`config.mk`:
```
export PLATFORM = sky130hd
export DESIGN_NAME = base32_group_decoder
export DESIGN_NICKNAME = d
export VERILOG_FILES = /design/src/design/b32gd_pkg.sv /design/src/design/b32gd_lane.sv /design/src/design/b32gd_merge.sv /design/src/design/base32_group_decoder.sv
export SDC_FILE = /design/constraint.sdc
export NUM_CORES = 1
export LEC_CHECK = 0
export BUFFER_PORTS_ARGS = -buffer_cell sky130_fd_sc_hd__buf_4
export CELL_PAD_IN_SITES_DETAIL_PLACEMENT = 1
export CELL_PAD_IN_SITES_GLOBAL_PLACEMENT = 2
export CORE_MARGIN = 2
export CORE_UTILIZATION = 39
export CTS_CLUSTER_DIAMETER = 40
export DETAILED_ROUTE_END_ITERATION = 6
export GPL_TIMING_DRIVEN = 1
export MAX_ROUTING_LAYER = met4
export PLACE_DENSITY = 0.95
export SYNTH_ARGS = -nofsm -noshare
export SYNTH_HDL_FRONTEND = slang
export SYNTH_SLANG_ARGS = --single-unit
```
`constraint.sdc`:
```
create_clock -name i_clk -period 7.5 [get_ports i_clk]
set_input_delay 0.75 -clock i_clk [delete_from_list [all_inputs] [get_ports i_clk]]
set_output_delay 0.75 -clock i_clk [all_outputs]
set_load 0.05 [all_outputs]
```
`src/design/b32gd_pkg.sv`:
```
// ----------------------------------------------------------------------------
// b32gd_pkg
// Types and constants shared by the Base32 group decoder modules.
// ----------------------------------------------------------------------------
package b32gd_pkg;

    // Width of the saturating message byte counter (8 to 32).
    localparam int TOTAL_WIDTH = 16;

    localparam int NUM_LANES   = 8;
    localparam int MSG_WIDTH   = 16;

    localparam logic [7:0] CODE_PAD = 8'h3D;

    typedef struct packed {
        logic [7:0] char_0;
        logic [7:0] char_1;
        logic [7:0] char_2;
        logic [7:0] char_3;
        logic [7:0] char_4;
        logic [7:0] char_5;
        logic [7:0] char_6;
        logic [7:0] char_7;
        logic       last_group;
    } t_in_req;

    typedef struct packed {
        logic [7:0]           byte_0;
        logic [7:0]           byte_1;
        logic [7:0]           byte_2;
        logic [7:0]           byte_3;
        logic [7:0]           byte_4;
        logic [2:0]           valid_bytes;
        logic                 group_error;
        logic [MSG_WIDTH-1:0] message_bytes;
        logic                 message_error;
    } t_out_req;

    // What one lane reports about its character.
    typedef struct packed {
        logic [4:0] value;   // symbol value, zero for padding and bad codes
        logic       is_sym;
        logic       is_pad;
    } t_sym;

endpackage

```
`src/design/b32gd_lane.sv`:
```
// ----------------------------------------------------------------------------
// b32gd_lane
// Classifies one ASCII code as a Base32 symbol, padding, or invalid.
// ----------------------------------------------------------------------------
module b32gd_lane (
    input  logic [7:0]        i_code,
    output b32gd_pkg::t_sym   o_sym
);

    logic is_upper;
    logic is_lower;
    logic is_digit;
    logic [7:0] letter_off;
    logic [7:0] digit_off;

    assign is_upper = (i_code >= 8'h41) && (i_code <= 8'h5A);
    assign is_lower = (i_code >= 8'h61) && (i_code <= 8'h7A);
    assign is_digit = (i_code >= 8'h32) && (i_code <= 8'h37);

    // Upper and lower case differ only in bit 5, so one offset serves both.
    assign letter_off = {3'b010, i_code[4:0]} - 8'h41;
    assign digit_off  = i_code - 8'h32 + 8'd26;

    always_comb begin
        o_sym        = '0;
        o_sym.is_pad = (i_code == b32gd_pkg::CODE_PAD);
        if (is_upper || is_lower) begin
            o_sym.value  = letter_off[4:0];
            o_sym.is_sym = 1'b1;
        end else if (is_digit) begin
            o_sym.value  = digit_off[4:0];
            o_sym.is_sym = 1'b1;
        end
    end

endmodule

```
`src/design/b32gd_merge.sv`:
```
// ----------------------------------------------------------------------------
// b32gd_merge
// Combines the eight lane results into bytes, count and message totals.
// ----------------------------------------------------------------------------
module b32gd_merge (
    input  logic                                          i_clk,
    input  logic                                          i_rst_n,
    input  logic                                          i_accept,
    input  b32gd_pkg::t_sym [b32gd_pkg::NUM_LANES-1:0]    i_syms,
    input  logic                                          i_last_group,
    output b32gd_pkg::t_out_req                           o_result
);

    localparam int TW = b32gd_pkg::TOTAL_WIDTH;

    logic [TW-1:0] r_total;
    logic          r_error_seen;
    logic [TW-1:0] n_total;
    logic          n_error_seen;

    logic          bad;
    logic [2:0]    nvalid;
    logic [TW:0]   sum;
    logic [TW-1:0] sat_total;
    logic          err_now;
    logic [31:0]   total_ext;
    logic [4:0]    v0, v1, v2, v3, v4, v5, v6, v7;

    assign v0 = i_syms[0].value;
    assign v1 = i_syms[1].value;
    assign v2 = i_syms[2].value;
    assign v3 = i_syms[3].value;
    assign v4 = i_syms[4].value;
    assign v5 = i_syms[5].value;
    assign v6 = i_syms[6].value;
    assign v7 = i_syms[7].value;

    // The first two characters must be symbols; the rest may also be padding.
    always_comb begin
        bad = !i_syms[0].is_sym || !i_syms[1].is_sym;
        for (int i = 2; i < b32gd_pkg::NUM_LANES; i++) begin
            if (!i_syms[i].is_sym && !i_syms[i].is_pad) begin
                bad = 1'b1;
            end
        end
    end

    always_comb begin
        if (bad) begin
            nvalid = 3'd0;
        end else if (!i_syms[7].is_pad) begin
            nvalid = 3'd5;
        end else if (!i_syms[5].is_pad) begin
            nvalid = 3'd4;
        end else if (!i_syms[4].is_pad) begin
            nvalid = 3'd3;
        end else if (!i_syms[2].is_pad) begin
            nvalid = 3'd2;
        end else begin
            nvalid = 3'd1;
        end
    end

    assign sum       = {1'b0, r_total} + {{(TW-2){1'b0}}, nvalid};
    assign sat_total = sum[TW] ? {TW{1'b1}} : sum[TW-1:0];
    assign err_now   = r_error_seen || bad;
    assign total_ext = 32'(sat_total);

    always_comb begin
        o_result = '0;
        if (!bad) begin
            o_result.byte_0 = {v0, v1[4:2]};
            o_result.byte_1 = {v1[1:0], v2, v3[4]};
            o_result.byte_2 = {v3[3:0], v4[4:1]};
            o_result.byte_3 = {v4[0], v5, v6[4:3]};
            o_result.byte_4 = {v6[2:0], v7};
        end
        o_result.valid_bytes   = nvalid;
        o_result.group_error   = bad;
        o_result.message_bytes = err_now ? '0 : total_ext[b32gd_pkg::MSG_WIDTH-1:0];
        o_result.message_error = err_now;
    end

    // A message ends on its last group, which clears the running state.
    always_comb begin
        n_total      = r_total;
        n_error_seen = r_error_seen;
        if (i_accept) begin
            if (i_last_group) begin
                n_total      = '0;
                n_error_seen = 1'b0;
            end else begin
                n_total      = sat_total;
                n_error_seen = err_now;
            end
        end
    end

    always_ff @(posedge i_clk) begin
        if (!i_rst_n) begin
            r_total      <= '0;
            r_error_seen <= 1'b0;
        end else begin
            r_total      <= n_total;
            r_error_seen <= n_error_seen;
        end
    end

endmodule

```
`src/design/base32_group_decoder.sv`:
```
// ----------------------------------------------------------------------------
// base32_group_decoder
// Decodes one group of eight Base32 characters per request into five bytes.
// ----------------------------------------------------------------------------
// Usage:
// The input channel (i_valid, o_stall, i_data) carries one request per group
// of eight ASCII codes plus a last_group mark that closes the message. The
// output channel (o_valid, i_stall, o_data) returns one result per request:
// the five decoded bytes, how many are meaningful, the group error flag, and
// the running message byte total with its sticky error.
// An accepted request enters the output register, or the skid register if a
// stalled result holds it. Eight lanes decode side by side and a merge stage
// packs bytes and updates the total, one group per cycle unless stalled.
// The output register is backed by a one-entry skid register, so o_stall is
// a registered signal and a request can be accepted in the same cycle that a
// result waits on a stalled receiver. The input channel stalls only while
// the skid register is full, that is, after two results are pending.
// Synchronous active-low reset clears the message total, the error flag and
// both valid bits; no result is presented until a new request arrives.
// ----------------------------------------------------------------------------
module base32_group_decoder (
    input  logic                 i_clk,
    input  logic                 i_rst_n,
    input  logic                 i_valid,
    output logic                 o_stall,
    input  b32gd_pkg::t_in_req   i_data,
    output logic                 o_valid,
    input  logic                 i_stall,
    output b32gd_pkg::t_out_req  o_data
);

    b32gd_pkg::t_sym [b32gd_pkg::NUM_LANES-1:0] lane_syms;
    logic [b32gd_pkg::NUM_LANES-1:0][7:0]      lane_codes;
    b32gd_pkg::t_out_req                        result;

    logic                r_out_valid;
    logic                r_skid_valid;
    b32gd_pkg::t_out_req r_out;
    b32gd_pkg::t_out_req r_skid;
    logic                n_out_valid;
    logic                n_skid_valid;
    b32gd_pkg::t_out_req n_out;
    b32gd_pkg::t_out_req n_skid;

    logic in_accept;
    logic out_take;

    assign lane_codes[0] = i_data.char_0;
    assign lane_codes[1] = i_data.char_1;
    assign lane_codes[2] = i_data.char_2;
    assign lane_codes[3] = i_data.char_3;
    assign lane_codes[4] = i_data.char_4;
    assign lane_codes[5] = i_data.char_5;
    assign lane_codes[6] = i_data.char_6;
    assign lane_codes[7] = i_data.char_7;

    // One classifier lane per character position.
    for (genvar g = 0; g < b32gd_pkg::NUM_LANES; g++) begin : g_lane
        b32gd_lane u_lane (
            .i_code (lane_codes[g]),
            .o_sym  (lane_syms[g])
        );
    end

    assign in_accept = i_valid && !r_skid_valid;
    assign out_take  = r_out_valid && !i_stall;

    // The merge stage holds the message state and advances it on acceptance.
    b32gd_merge u_merge (
        .i_clk        (i_clk),
        .i_rst_n      (i_rst_n),
        .i_accept     (in_accept),
        .i_syms       (lane_syms),
        .i_last_group (i_data.last_group),
        .o_result     (result)
    );

    // Output register with a skid entry behind it. The skid entry only fills
    // when a new result arrives while the output register is stalled, and it
    // drains into the output register as soon as the receiver takes a result.
    always_comb begin
        n_out_valid  = r_out_valid;
        n_skid_valid = r_skid_valid;
        n_out        = r_out;
        n_skid       = r_skid;
        if (out_take) begin
            n_out_valid = 1'b0;
        end
        if (out_take && r_skid_valid) begin
            n_out        = r_skid;
            n_out_valid  = 1'b1;
            n_skid_valid = 1'b0;
        end else if (in_accept) begin
            if (!r_out_valid || out_take) begin
                n_out       = result;
                n_out_valid = 1'b1;
            end else begin
                n_skid       = result;
                n_skid_valid = 1'b1;
            end
        end
    end

    always_ff @(posedge i_clk) begin
        if (!i_rst_n) begin
            r_out_valid  <= 1'b0;
            r_skid_valid <= 1'b0;
        end else begin
            r_out_valid  <= n_out_valid;
            r_skid_valid <= n_skid_valid;
        end
    end

    always_ff @(posedge i_clk) begin
        r_out  <= n_out;
        r_skid <= n_skid;
    end

    assign o_valid = r_out_valid;
    assign o_data  = r_out;
    assign o_stall = r_skid_valid;

endmodule

```
==> flow_results.org <==
** Run status
- Status :: finished clean

** Worst hold path
- The min-delay analysis places its worst path in the category flip-flop to flip-flop.

** Drt
- 1st-pass router iterations :: 4
- The count of nets left with antenna violations once routing finished came out at 0.
- Overall via count from detail_route :: 6483
- Dividing the detail-routed wire length by the instance count gives ~18 um.
- Ratio of routed vias to standard cells :: 5.48
- The routed design has 21.6 mm of wire.
- DRC errors left :: 0
- DRC marker count from the first detailed-route iteration :: 476

** Global routing
- The total overflow left after global routing is 0.
- Antenna violations before repair :: 0
- All-layer global routing usage :: 20.8%
- Entering global routing, the biggest net connects 53 pins.
- Wire length of the first global-routing pass :: 34.8 mm
- The number of global-route vias before repair is approximately 6600.

** Floorplan
- Row generation in the floorplan step produced 52 rows.
- The total area inside the core boundary comes to 20100 um2.
- From bottom edge to top edge, the die measures 147 um.
- The floorplan step set the die width to 147 um.
- For this configuration, the core starts out at a cell density of about two fifths.
- Die footprint :: between 20000 and 25000 um2
- Number of primary I/O pins :: approximately 130

** Clocking
- TritonCTS built the clock tree.
- Clock transition at the register clock pins on the worst setup and hold paths after CTS :: 0.06 ns
- Maximum root-to-sink buffer count :: 2
- Clock network latency to the later pin of the worst-skew pair :: 0.42 ns
- Clock Sink Count :: ~140
- Cell at the root of the clock tree :: sky130_fd_sc_hd__clkbuf_16
- Buffers inserted during clock tree synthesis total 17.
- Gates resized during post-CTS repair numbered 0.
- Number of levels the H-tree was split into :: 4
- Hold-fix buffer count after cts :: 0
- Post-CTS timing repair inserted 0 buffers for setup.

** Cells and area
- Fillers :: 2226
- The repair_antennas step left the layout with diodes totalling 0.
- The final layout contains 1005 nets.
- Area growth from synthesis to layout :: 23.9%
- Fraction of layout cells with a size suffix above 1 :: 21.4%

** Timing
- Static timing analysis puts the maximum clock frequency at 202 MHz.
- Remaining max-slew budget at the tightest pin :: between 30 and 40%
- The worst path uses 66.1% of the clock period.
- Final clock skew :: 0.00925 ns
- Transition time at the pin with the least slew margin :: 1.04 ns
- Setup total negative slack on the finished layout was measured at 0 ns.
- Final hold violations :: 0
- Count of pins over their slew limit :: 0
- Final critical delay including setup and external delays :: 4.96 ns
- Unrepaired setup endpoints after global routing :: false
- Setup violations remaining at the end of the flow were counted as 0.

** Critical path
- CP Data Required Time :: 7.82 ns
- For the worst setup path, the data arrival time is approximately 5.3 ns.
- Critical-path top delay cell :: sky130_fd_sc_hd__a21oi_1
- The signal on the critical path passes through buf_4 > inv_1 > ha_1 > nor3b_1 > a21oi_1 > o21ai_1 > a222oi_1 > buf_4 > nand4_4 > buf_4 > nor2_1 > ha_1 > a21oi_1 > nor4_1 > nor3_1 > o21ai_0 > and2_1.
- The number of buffers and inverters on the critical path is 4.
- The most numerous cell type found on the critical path is sky130_fd_sc_hd__buf_4.
- Type of element capturing the critical path :: flip-flop
- Peak per-stage delay on the critical path :: 0.81 ns
- The critical path is of the input pin to flip-flop type.
- On the critical path the largest part of the delay comes from compound AO/OA/AOI/OAI gates.
- Kind of start point of the critical path :: input pin
- Maximum fanout encountered on the critical timing path :: 49

** Synthesis
- Among all flip-flop cells after synthesis, the most frequent one is sky130_fd_sc_hd__edfxtp_1.
- Number of warnings issued by yosys :: 0
- Synthesis produced a netlist whose cell count is around 780.
- Yosys mapped the design onto just over 70 distinct sky130hd cell types.
- Counting flops with a built-in enable in the synthesized netlist gives ~120.
- After synthesis the cells add up to between 7000 and 8000 um2.
- Counting every net in the synthesized netlist gives 880.
- After synthesis, flip-flops and latches occupy 50.9% of the total area.
- After synthesis, the mean cell area works out to 10.3 um2.
- After synthesis, the share of flip-flops with an asynchronous set or reset is 0%.
- Synthesis-stage register bit count :: 141

** Placement
- Placer Congestion :: 0.863
- Half-perimeter wire length after detailed placement :: 14.9 mm
- The count of buffers added on input and output ports is 131.

** Flow run
- Max capacitance violation total :: 0

** Power and ir drop
- Total Power Consumption :: 2.12 mW
- LEAKAGE :: ~3.7 nW
- For this design the ratio of total power to cell area is 216 nW/um2.
- VDD IR-drop max :: 0.158 mV
==> through the flow <==
step	hold WS, ns	std cells	setup slack (ns)	instance area [um2]	utilization, %
after floorplan	0.489	775	2.94	7950	-
final	0.522	1183	2.54	9850	49.0
after global routing	0.554	1183	2.21	9850	49.0
after global placement	0.501	1151	2.40	9180	45.6
after CTS	0.526	1183	2.59	9850	49.0
after detailed placement	0.511	1151	2.17	9180	45.6
==> cell families after synthesis <==
kind of cell / share of synthesized area, %
compound gates: 15.4
xor+xnor: 2.97
fa+ha+maj: 5.76
buf+inv: 3.27
flops: 50.9
mux: 0.787
simple gates: 20.9
==> worst register-to-register path: stages, from the launching register on <==
cell                       delay (ns)
sky130_fd_sc_hd__dfxtp_1         0.44
sky130_fd_sc_hd__nand4_1         0.50
sky130_fd_sc_hd__nand4b_1        0.50
sky130_fd_sc_hd__nor2_1          0.60
sky130_fd_sc_hd__nor3_1          0.20
sky130_fd_sc_hd__o31ai_1         0.28
==> layout make-up <==
cell class	count	area, um2	area share [%]
multi-input combinational	574	3660	37.1
clock inverter	13	243	2.46
timing repair buffer	137	1030	10.4
tap	270	338	3.43
sequential	141	4040	41.1
inverter	29	109	1.11
clock buffer	19	433	4.39
==> worst paths after layout <==
kind,start,to,slack (ns),depth (start not counted)
setup reg to reg,u_merge.r_total[3],o_data[10],4.78,5
hold / removal,r_skid[25],o_data[25],0.52,2
setup / recovery,i_data[57],u_merge.r_total[13],2.54,17
hold reg to reg,r_skid[25],o_data[25],0.52,2
==> metal layers <==
metal	global-route usage, %	wire [um]
met1	26.5	9880
met2	34.0	10400
met3	3.85	980
met4	6.36	325
met5	-	0
==> registers in the layout, summed over array words and instances, names as in the netlist <==
register / cells
o_data: 61
r_skid: 61
u_merge.r_total: 16
o_stall: 1
o_valid: 1
u_merge.r_error_seen: 1
==> synth_stat cells (all sizes together), types with 3 or more instances <==
cell     instances  area share (%)
nand4           14             1.5
or3              3            0.24
clkbuf          20            0.94
and2            14             1.1
inv             29             1.4
edfxtp         122              46
a22oi            6            0.57
mux2i            4            0.50
nand3            5            0.31
or2              4            0.31
nor3            25             1.6
o21a             5            0.47
and3             4            0.31
nor3b           12             1.3
o311a            4            0.52
o21ai           40             2.6
o31a             5            0.55
nand4bb          3            0.42
nand2b          11            0.87
nor2            82             3.9
a31oi            6            0.47
xor2             7            0.77
o22ai            3            0.24
nand3b           3            0.28
buf             11            0.96
or3b             4            0.44
a22o             3            0.33
o31ai           49             5.3
nor2b           11            0.87
nor4            11            0.87
a211oi           3            0.44
dfxtp           19             4.8
ha              35             5.5
xnor2           20             2.2
a21oi           28             1.8
nand2          118             5.6
==> power breakdown <==
group | leakage (nW) | total, mW | internal [mW] | switching, mW
sequential | 1.44 | 0.882 | 0.872 | 0.0106
clock | 0.324 | 0.980 | 0.654 | 0.326
combinational | 1.97 | 0.261 | 0.0850 | 0.176
total | 3.73 | 2.12 | 1.61 | 0.513
==> cells in the final DEF (no fill, tap or decap), drive strengths merged, types with 5 or more instances in the layout <==
| cell | n |
|---|---|
| o21a | 5 |
| xor2 | 7 |
| nor4 | 11 |
| a21oi | 28 |
| nor2 | 82 |
| dfxtp | 19 |
| o31a | 5 |
| xnor2 | 20 |
| edfxtp | 122 |
| nor3 | 25 |
| nor3b | 12 |
| o21ai | 40 |
| buf | 137 |
| clkbuf | 19 |
| a31oi | 6 |
| nand2 | 118 |
| bufinv | 7 |
| nor2b | 11 |
| ha | 35 |
| nand3 | 5 |
| nand4 | 14 |
| a22oi | 6 |
| o31ai | 49 |
| nand2b | 11 |
| and2 | 14 |
| inv | 30 |
No activity file was read; power rests on OpenSTA's default activity.
